--- config.mk ---
export PLATFORM = sky130hd
export DESIGN_NAME = addressable_led_bit_sequencer_top
export DESIGN_NICKNAME = d
export VERILOG_FILES = /design/src/hdl/albs_pkg.sv /design/src/hdl/albs_ram.sv /design/src/hdl/albs_store.sv /design/src/hdl/albs_regs.sv /design/src/hdl/addressable_led_bit_sequencer_top.sv
export SDC_FILE = /design/constraint.sdc
export NUM_CORES = 2
export LEC_CHECK = 0
export ABC_AREA = 0
export BUFFER_PORTS_ARGS = -buffer_cell sky130_fd_sc_hd__buf_2
export CAP_MARGIN = 15
export CORE_MARGIN = 1.5
export CORE_UTILIZATION = 43
export CTS_BUF_LIST = sky130_fd_sc_hd__clkbuf_8 sky130_fd_sc_hd__clkbuf_16
export DETAILED_ROUTE_END_ITERATION = 7
export GPL_ROUTABILITY_DRIVEN = 0
export SLEW_MARGIN = 20
export SYNTH_ARGS = -nofsm -noshare
export SYNTH_HDL_FRONTEND = slang
export SYNTH_SLANG_ARGS = --single-unit
--- constraint.sdc ---
create_clock -name clk -period 4.1 [get_ports clk]
set_input_delay 0.82 -clock clk [delete_from_list [all_inputs] [get_ports clk]]
set_output_delay 0.82 -clock clk [all_outputs]
set_load 0.02 [all_outputs]
--- src/hdl/albs_pkg.sv ---
// ----------------------------------------------------------------------------
// albs_pkg
// Shared types and constants of the addressable LED bit sequencer.
// ----------------------------------------------------------------------------
package albs_pkg;

    localparam int COLOR_W     = 24;
    localparam int LED_INDEX_W = 6;
    localparam int LED_POS_W   = 7;
    localparam int SLOT_W      = 16;
    localparam int REG_IDX_W   = 3;
    localparam int APB_ADDR_W  = 5;
    localparam int APB_DATA_W  = 32;

    localparam logic [REG_IDX_W-1:0] REG_BIT_PERIOD   = 3'd0;
    localparam logic [REG_IDX_W-1:0] REG_HIGH_ONE     = 3'd1;
    localparam logic [REG_IDX_W-1:0] REG_HIGH_ZERO    = 3'd2;
    localparam logic [REG_IDX_W-1:0] REG_RESET_PERIOD = 3'd3;
    localparam logic [REG_IDX_W-1:0] REG_LED_COUNT    = 3'd4;

    localparam logic [SLOT_W-1:0]    RST_BIT_PERIOD   = 16'd160;
    localparam logic [SLOT_W-1:0]    RST_HIGH_ONE     = 16'd100;
    localparam logic [SLOT_W-1:0]    RST_HIGH_ZERO    = 16'd12;
    localparam logic [SLOT_W-1:0]    RST_RESET_PERIOD = 16'h6000;
    localparam logic [LED_POS_W-1:0] RST_LED_COUNT    = 7'd64;

    typedef struct packed {
        logic [SLOT_W-1:0]    bit_period;
        logic [SLOT_W-1:0]    high_one;
        logic [SLOT_W-1:0]    high_zero;
        logic [SLOT_W-1:0]    reset_period;
        logic [LED_POS_W-1:0] led_count;
    } cfg_t;

endpackage

--- src/hdl/albs_ram.sv ---
// ----------------------------------------------------------------------------
// albs_ram
// Generic single write port RAM with one registered read port.
// ----------------------------------------------------------------------------
module albs_ram #(
    parameter int WIDTH = 24,
    parameter int DEPTH = 64,
    parameter int AW    = (DEPTH > 1) ? $clog2(DEPTH) : 1
) (
    input  logic             clk,
    input  logic             we,
    input  logic [AW-1:0]    waddr,
    input  logic [WIDTH-1:0] wdata,
    input  logic [AW-1:0]    raddr,
    output logic [WIDTH-1:0] rdata
);

    logic [WIDTH-1:0] mem [0:DEPTH-1];
    logic [WIDTH-1:0] rdata_reg;

    always_ff @(posedge clk)
    begin
        if (we)
        begin
            mem[waddr] <= wdata;
        end
        rdata_reg <= mem[raddr];
    end

    assign rdata = rdata_reg;

endmodule

--- src/hdl/albs_store.sv ---
// ----------------------------------------------------------------------------
// albs_store
// Colour word store: RAM plus per-entry valid bits and write bypass, so the
// word of rd_pos is ready in the cycle after rd_pos is presented.
// ----------------------------------------------------------------------------
module albs_store #(
    parameter int DEPTH = 64
) (
    input  logic                              clk,
    input  logic                              rst_n,
    input  logic                              wr_en,
    input  logic [albs_pkg::LED_INDEX_W-1:0]  wr_idx,
    input  logic [albs_pkg::COLOR_W-1:0]      wr_data,
    input  logic [albs_pkg::LED_POS_W-1:0]    rd_pos,
    output logic [albs_pkg::COLOR_W-1:0]      rd_word
);
    import albs_pkg::*;

    localparam int AW = (DEPTH > 1) ? $clog2(DEPTH) : 1;
    localparam logic [LED_POS_W-1:0] DEPTH_L = LED_POS_W'(DEPTH);

    logic                 wr_hit;
    logic                 rd_in;
    logic [COLOR_W-1:0]   ram_q;
    logic [DEPTH-1:0]     valid_reg;
    logic                 rdv_reg;
    logic                 rdv_next;
    logic                 byp_reg;
    logic                 byp_next;
    logic [COLOR_W-1:0]   bypd_reg;

    assign wr_hit   = wr_en && ({1'b0, wr_idx} < DEPTH_L);
    assign rd_in    = rd_pos < DEPTH_L;
    assign rdv_next = rd_in && valid_reg[rd_pos[AW-1:0]];
    assign byp_next = wr_hit && ({1'b0, wr_idx} == rd_pos);

    albs_ram #(
        .WIDTH (COLOR_W),
        .DEPTH (DEPTH)
    ) u_ram (
        .clk   (clk),
        .we    (wr_hit),
        .waddr (wr_idx[AW-1:0]),
        .wdata (wr_data),
        .raddr (rd_pos[AW-1:0]),
        .rdata (ram_q)
    );

    always_ff @(posedge clk or negedge rst_n)
    begin
        if (!rst_n)
        begin
            valid_reg <= '0;
            rdv_reg   <= 1'b0;
            byp_reg   <= 1'b0;
        end
        else
        begin
            if (wr_hit)
            begin
                valid_reg[wr_idx[AW-1:0]] <= 1'b1;
            end
            rdv_reg <= rdv_next;
            byp_reg <= byp_next;
        end
    end

    always_ff @(posedge clk)
    begin
        bypd_reg <= wr_data;
    end

    assign rd_word = byp_reg ? bypd_reg : (rdv_reg ? ram_q : '0);

endmodule

--- src/hdl/albs_regs.sv ---
// ----------------------------------------------------------------------------
// albs_regs
// APB configuration registers: slot timing and frame length.
// ----------------------------------------------------------------------------
module albs_regs (
    input  logic                             clk,
    input  logic                             rst_n,
    input  logic                             psel,
    input  logic                             penable,
    input  logic                             pwrite,
    input  logic [albs_pkg::APB_ADDR_W-1:0]  paddr,
    input  logic [albs_pkg::APB_DATA_W-1:0]  pwdata,
    output logic [albs_pkg::APB_DATA_W-1:0]  prdata,
    output logic                             pready,
    output albs_pkg::cfg_t                   cfg
);
    import albs_pkg::*;

    cfg_t                 cfg_reg;
    logic [REG_IDX_W-1:0] idx;
    logic                 wr;

    assign idx    = paddr[APB_ADDR_W-1:2];
    assign wr     = psel && penable && pwrite;
    assign pready = 1'b1;
    assign cfg    = cfg_reg;

    always_ff @(posedge clk or negedge rst_n)
    begin
        if (!rst_n)
        begin
            cfg_reg.bit_period   <= RST_BIT_PERIOD;
            cfg_reg.high_one     <= RST_HIGH_ONE;
            cfg_reg.high_zero    <= RST_HIGH_ZERO;
            cfg_reg.reset_period <= RST_RESET_PERIOD;
            cfg_reg.led_count    <= RST_LED_COUNT;
        end
        else if (wr)
        begin
            unique case (idx)
                REG_BIT_PERIOD:   cfg_reg.bit_period   <= pwdata[SLOT_W-1:0];
                REG_HIGH_ONE:     cfg_reg.high_one     <= pwdata[SLOT_W-1:0];
                REG_HIGH_ZERO:    cfg_reg.high_zero    <= pwdata[SLOT_W-1:0];
                REG_RESET_PERIOD: cfg_reg.reset_period <= pwdata[SLOT_W-1:0];
                REG_LED_COUNT:    cfg_reg.led_count    <= pwdata[LED_POS_W-1:0];
                default:          ;
            endcase
        end
    end

    always_comb
    begin
        unique case (idx)
            REG_BIT_PERIOD:   prdata = APB_DATA_W'(cfg_reg.bit_period);
            REG_HIGH_ONE:     prdata = APB_DATA_W'(cfg_reg.high_one);
            REG_HIGH_ZERO:    prdata = APB_DATA_W'(cfg_reg.high_zero);
            REG_RESET_PERIOD: prdata = APB_DATA_W'(cfg_reg.reset_period);
            REG_LED_COUNT:    prdata = APB_DATA_W'(cfg_reg.led_count);
            default:          prdata = '0;
        endcase
    end

endmodule

--- src/hdl/addressable_led_bit_sequencer_top.sv ---
// ----------------------------------------------------------------------------
// addressable_led_bit_sequencer_top
// LED strip bit sequencer: stores one colour word per LED and, per timer
// period-end tick, returns period and compare of the next slot.
//
//   channel  dir  handshake                 payload
//   in       in   in_valid / in_ready       func, led_index, color_word
//   out      out  out_valid / out_ready     period, compare, latch_slot
//   cfg      in   psel/penable/pwrite       paddr, pwdata, prdata
//
// One transaction per cycle sustained while tick results are taken; a tick
// result passes the input register, then the result register.
// The store is read ahead at the next LED position, with a write
// bypass, so a write is seen by the very next tick.
// Reset: per-entry valid bits make the store read zero at once, no clear pass.
// A stalled result holds the input register; writes still drain.
// ----------------------------------------------------------------------------
module addressable_led_bit_sequencer_top #(
    parameter int MAX_LEDS     = 64,
    parameter int BITS_PER_LED = 24
) (
    input  logic                             clk,
    input  logic                             rst_n,
    input  logic                             in_valid,
    output logic                             in_ready,
    input  logic                             func,
    input  logic [albs_pkg::LED_INDEX_W-1:0] led_index,
    input  logic [albs_pkg::COLOR_W-1:0]     color_word,
    output logic                             out_valid,
    input  logic                             out_ready,
    output logic [albs_pkg::SLOT_W-1:0]      period,
    output logic [albs_pkg::SLOT_W-1:0]      compare,
    output logic                             latch_slot,
    input  logic                             psel,
    input  logic                             penable,
    input  logic                             pwrite,
    input  logic [albs_pkg::APB_ADDR_W-1:0]  paddr,
    input  logic [albs_pkg::APB_DATA_W-1:0]  pwdata,
    output logic [albs_pkg::APB_DATA_W-1:0]  prdata,
    output logic                             pready
);
    import albs_pkg::*;

    localparam int STORE_DEPTH = (MAX_LEDS < 2**LED_INDEX_W) ? MAX_LEDS : 2**LED_INDEX_W;
    localparam int BW          = $clog2(BITS_PER_LED);
    localparam int CW          = 11;
    localparam logic [CW-1:0]  MAX_L   = CW'(MAX_LEDS);
    localparam logic [BW-1:0]  LAST_B  = BW'(BITS_PER_LED - 1);
    localparam logic [5:0]     TOP_SEL = 6'(BITS_PER_LED - 1);
    localparam logic [5:0]     COLOR_L = 6'(COLOR_W);

    cfg_t                   cfg;
    logic [COLOR_W-1:0]     cur_word;

    logic                   s1_valid_reg;
    logic                   s1_func_reg;
    logic [LED_INDEX_W-1:0] s1_idx_reg;
    logic [COLOR_W-1:0]     s1_word_reg;
    logic                   s1_go;
    logic                   tick_go;

    logic [LED_POS_W-1:0]   led_pos_reg;
    logic [LED_POS_W-1:0]   led_pos_next;
    logic [BW-1:0]          bit_pos_reg;
    logic [BW-1:0]          bit_pos_next;

    logic [CW-1:0]          count_l;
    logic [CW-1:0]          active_l;
    logic [CW-1:0]          pos_l;
    logic                   in_frame;
    logic [5:0]             bit_sel;
    logic                   bit_value;

    logic                   out_valid_reg;
    logic [SLOT_W-1:0]      period_reg;
    logic [SLOT_W-1:0]      compare_reg;
    logic                   latch_reg;

    albs_regs u_regs (
        .clk     (clk),
        .rst_n   (rst_n),
        .psel    (psel),
        .penable (penable),
        .pwrite  (pwrite),
        .paddr   (paddr),
        .pwdata  (pwdata),
        .prdata  (prdata),
        .pready  (pready),
        .cfg     (cfg)
    );

    albs_store #(
        .DEPTH (STORE_DEPTH)
    ) u_store (
        .clk     (clk),
        .rst_n   (rst_n),
        .wr_en   (s1_go && !s1_func_reg),
        .wr_idx  (s1_idx_reg),
        .wr_data (s1_word_reg),
        .rd_pos  (led_pos_next),
        .rd_word (cur_word)
    );

    assign s1_go    = s1_valid_reg && (!s1_func_reg || !out_valid_reg || out_ready);
    assign tick_go  = s1_go && s1_func_reg;
    assign in_ready = !s1_valid_reg || s1_go;

    assign count_l   = CW'(cfg.led_count);
    assign active_l  = (count_l > MAX_L) ? MAX_L : count_l;
    assign pos_l     = CW'(led_pos_reg);
    assign in_frame  = (pos_l < active_l) && (pos_l < MAX_L);
    assign bit_sel   = TOP_SEL - 6'(bit_pos_reg);
    assign bit_value = (bit_sel < COLOR_L) ? cur_word[bit_sel[4:0]] : 1'b0;

    always_comb
    begin
        led_pos_next = led_pos_reg;
        bit_pos_next = bit_pos_reg;
        if (tick_go)
        begin
            if (in_frame)
            begin
                if (bit_pos_reg == LAST_B)
                begin
                    bit_pos_next = '0;
                    led_pos_next = led_pos_reg + 1'b1;
                end
                else
                begin
                    bit_pos_next = bit_pos_reg + 1'b1;
                end
            end
            else
            begin
                led_pos_next = '0;
                bit_pos_next = '0;
            end
        end
    end

    always_ff @(posedge clk or negedge rst_n)
    begin
        if (!rst_n)
        begin
            s1_valid_reg  <= 1'b0;
            out_valid_reg <= 1'b0;
            led_pos_reg   <= '0;
            bit_pos_reg   <= '0;
        end
        else
        begin
            led_pos_reg <= led_pos_next;
            bit_pos_reg <= bit_pos_next;
            if (in_valid && in_ready)
            begin
                s1_valid_reg <= 1'b1;
            end
            else if (s1_go)
            begin
                s1_valid_reg <= 1'b0;
            end
            if (tick_go)
            begin
                out_valid_reg <= 1'b1;
            end
            else if (out_ready)
            begin
                out_valid_reg <= 1'b0;
            end
        end
    end

    always_ff @(posedge clk)
    begin
        if (in_valid && in_ready)
        begin
            s1_func_reg <= func;
            s1_idx_reg  <= led_index;
            s1_word_reg <= color_word;
        end
        if (tick_go)
        begin
            if (in_frame)
            begin
                period_reg  <= cfg.bit_period;
                compare_reg <= bit_value ? cfg.high_one : cfg.high_zero;
                latch_reg   <= 1'b0;
            end
            else
            begin
                period_reg  <= cfg.reset_period;
                compare_reg <= '0;
                latch_reg   <= 1'b1;
            end
        end
    end

    assign out_valid  = out_valid_reg;
    assign period     = period_reg;
    assign compare    = compare_reg;
    assign latch_slot = latch_reg;

    a_bit_pos_range: assert property (@(posedge clk) disable iff (!rst_n)
        bit_pos_reg <= LAST_B)
        else $error("bit position past last bit");

    a_latch_rewinds: assert property (@(posedge clk) disable iff (!rst_n)
        tick_go && !in_frame |=> led_pos_reg == '0 && bit_pos_reg == '0 && latch_slot)
        else $error("latch slot did not rewind the frame");

    a_latch_compare: assert property (@(posedge clk) disable iff (!rst_n)
        out_valid && latch_slot |-> compare == '0)
        else $error("latch slot with nonzero compare");

    a_stall_cause: assert property (@(posedge clk) disable iff (!rst_n)
        !in_ready |-> s1_valid_reg && s1_func_reg && out_valid_reg && !out_ready)
        else $error("input stalled without a blocked tick");

endmodule

==> impl_metrics.tcl <==
set metrics [dict create \
    total_power_mw 44.2 \
    fillers 13700 \
    ir_worst_vdd_v 0.000346 \
    cts_max_path_buffers 3 \
    final-setup-viol-count 0 \
    finalClockSkew_ns 0.0285 \
    ys_seq_elements 1799 \
    placedCellCount 7395 \
    rows 148 \
    clk_pin_slew_ns 0.07 \
    io_buffers 107 \
    start_kind "flop" \
    antenna_found_initial 9 \
    wl_per_cell_um 26.2 \
    synth_cell_type_count 82 \
    grt_pass1_vias 42100 \
    finalHoldViolations 0 \
    grt.met2_usage_pct 36.9 \
    period_share_pct 97.9 \
    hp-class "in2async" \
    dr.pass1.iters 6 \
    drt.antenna.violating_nets 0 \
    worst_slew_pin_slew_ns 1.17 \
    initialDrtViolationCount 5563 \
    htreeDepth 4 \
    setup_tns_ns 0 \
    syn_area_per_cell_um2 14.0 \
    timing.final.ws_setup_ns 0.0866 \
    dp_hpwl_mm 117 \
    die_h_um 408 \
    area_delta_synth_final_pct 16.8 \
    wirelength_mm 203 \
    p_leak_nw 29.4 \
    syn-instance-count 5057 \
    overflow 0 \
    max_slew_margin_pct 21.6 \
    final_common_cell "edfxtp_1" \
    worstRegToRegCells 16 \
    insertion_delay_ns 0.82 \
    vias 44100 \
    r2r_slack_ns 0.09 \
    crit_required_ns 4.82 \
    timing.rr.end "u_store.u_ram.rdata[13]$_DFF_P_" \
    path_max_fanout 45 \
    ys_warn_count 0 \
    grtUsageTotal_pct 23.7 \
    met3_usage_pct 4.59 \
    crit_end "u_store.u_ram.rdata[13]$_DFF_P_" \
    final_cells 7745 \
    end_kind "flop" \
    avgViaCountPerCell 5.69 \
    core_area_mm2 0.163 \
    synth-edff-count 1600 \
    clock-sinks 1799 \
    max_freq_mhz 249 \
    grt_max_degree 89 \
    largest_reg_flops 1536 \
    final_cell_mix "edfxtp_1 (1600), nand2_1 (689), nor2_1 (553)" \
    cts_tree "built" \
    cp-startpoint "u_regs.cfg[6]$_DFFE_PN1P_" \
    nNetsFinal 5505 \
    post-place-ws_ns 0.00449 \
    die_x_um 408 \
    drive_gt1_share_pct 19.3 \
    busiest_layer "met2" \
    rr_startpoint "u_regs.cfg[6]$_DFFE_PN1P_" \
    cts_root_buf "clkbuf_16" \
    start_util_pct 43.4 \
    syn_area_mm2 0.0707 \
    p_per_area_mw_per_mm2 536 \
    drv_cap 0 \
    dieArea_mm2 0.167 \
    synth_seq_area_share_pct 74.7 \
    maxSlewViolCount 0 \
    worst-setup-path-type "reg2reg" \
    yosys_most_used_dff "edfxtp_1" \
    fin_crit_ns 4.01 \
    ios 143 \
    cts_inserted_buffers 180 \
    status "finished clean" \
    ys_async_sr_fraction_pct 8.39 \
    grt_pass1_wl_mm 291 \
    grtUsageMet1_pct 33.6 \
    drc 0 \
    crit_arrival_ns 4.73 \
]
final cells by class:
type | instances | area [um2] | area share, %
Timing Repair inverter | 2 | 22.5 | 0.0273
Clock buffer | 194 | 4780 | 5.79
Clock inverter | 137 | 777 | 0.942
Inverter | 13 | 88.8 | 0.108
Tap cell | 2175 | 2720 | 3.30
Multi-Input combinational cell | 2939 | 16800 | 20.4
Sequential cell | 1799 | 52800 | 64.0
Timing Repair Buffer | 485 | 4510 | 5.46
Antenna cell | 1 | 2.50 | 0.00303
Yosys cell counts, types with 14 or more instances:
library cell     n  area, um2
edfxtp_1      1600      48000
nand2_1        691       2590
nor2_1         623       2340
nor3_1         432       2160
nand3_1        258       1290
clkbuf_1       153        574
dfrtp_1        141       3530
mux2i_1        134       1340
mux2_2         109       1230
buf_2          105        526
a21oi_1         99        495
or2_2           65        407
or4_1           50        375
dfxtp_1         48        961
a221oi_1        47        412
o21ai_0         40        200
buf_4           33        248
nand4_1         33        206
o2111ai_1       26        228
o22a_1          26        228
a41o_1          24        240
a41oi_1         24        210
mux4_2          24        541
buf_1           23       86.3
nor4_1          21        131
a32o_1          20        200
o22ai_1         18        113
a22oi_1         14        105
routing by layer:
metal,vias up,part of all wire [%]
met2,1967,46
met4,4,3.0
met5,-,0.012
li1,19500,-
met1,22300,42
met3,286,8.7
metrics by stage:
| stage | hold slack, ns | area [um2] | util (%) |
|---|---|---|---|
| floorplan | 0.430 | 70700 | - |
| global placement | 0.446 | 76400 | 46.9 |
| detailed placement | 0.452 | 76400 | 46.9 |
| CTS | 0.0974 | 82000 | 50.3 |
| global route | 0.137 | 82500 | 50.6 |
| finish | 0.0894 | 82500 | 50.6 |
cells by family (layout without fill, tap and decap cells):
group,count (synthesis),count (layout),share of synthesized area [%]
AOI/OAI and AO/OA,380,380,3.95
xor gates and xnor gates,11,11,0.147
adders and majority gates,10,10,0.177
buffers and inverters,335,831,2.22
DFF,1799,1799,74.7
muxes,267,267,4.40
other,2,18,0.0106
and+or+nand+nor,2253,2254,14.4
how the worst min path moves through the flow:
stage                     cells past startpoint                           endpoint                               from  slack, ns
final                                         1          u_regs.cfg[9]$_DFFE_PN0P_                              rst_n       0.09
after global routing                          1         u_regs.cfg[10]$_DFFE_PN0P_                              rst_n       0.14
after CTS                                     1           led_pos_reg[0]$_DFF_PN0_                              rst_n        0.1
after detailed placement                      1  u_store.valid_reg[20]$_DFFE_PN0P_  u_store.valid_reg[20]$_DFFE_PN0P_       0.45
after global placement                        1  u_store.valid_reg[52]$_DFFE_PN0P_  u_store.valid_reg[52]$_DFFE_PN0P_       0.45
after floorplan                               1  u_store.valid_reg[22]$_DFFE_PN0P_  u_store.valid_reg[22]$_DFFE_PN0P_       0.43
repair_timing:
item,CTS,global route
hold buffers,0,0
gates resized for setup,4,51
pin swaps,1,6
endpoints found under the setup margin,8,25
setup buffers,0,9
cloned,0,9
where the power goes:
| part | total [mW] | internal (mW) | switching [mW] | leakage (nW) |
|---|---|---|---|---|
| Combinational | 7.76 | 2.98 | 4.78 | 9.69 |
| Clock | 15.6 | 8.76 | 6.83 | 2.95 |
| Sequential | 20.9 | 20.6 | 0.290 | 16.8 |
| Total | 44.2 | 32.3 | 11.9 | 29.4 |
worst max-delay path, cell delays in order (launching register included):
cell      delay (ns)
dfstp_2         0.55
inv_1           0.10
nand2_1         0.07
ha_1            0.25
a211oi_1        0.21
o211ai_1        0.21
buf_4           0.22
o311ai_4        0.31
a21oi_4         0.10
buf_4           0.18
buf_12          0.15
buf_12          0.17
buf_4           0.19
nor3_1          0.24
nor3_1          0.10
or4_4           0.53
nor4_1          0.28
(Power assumes the default switching activity.)
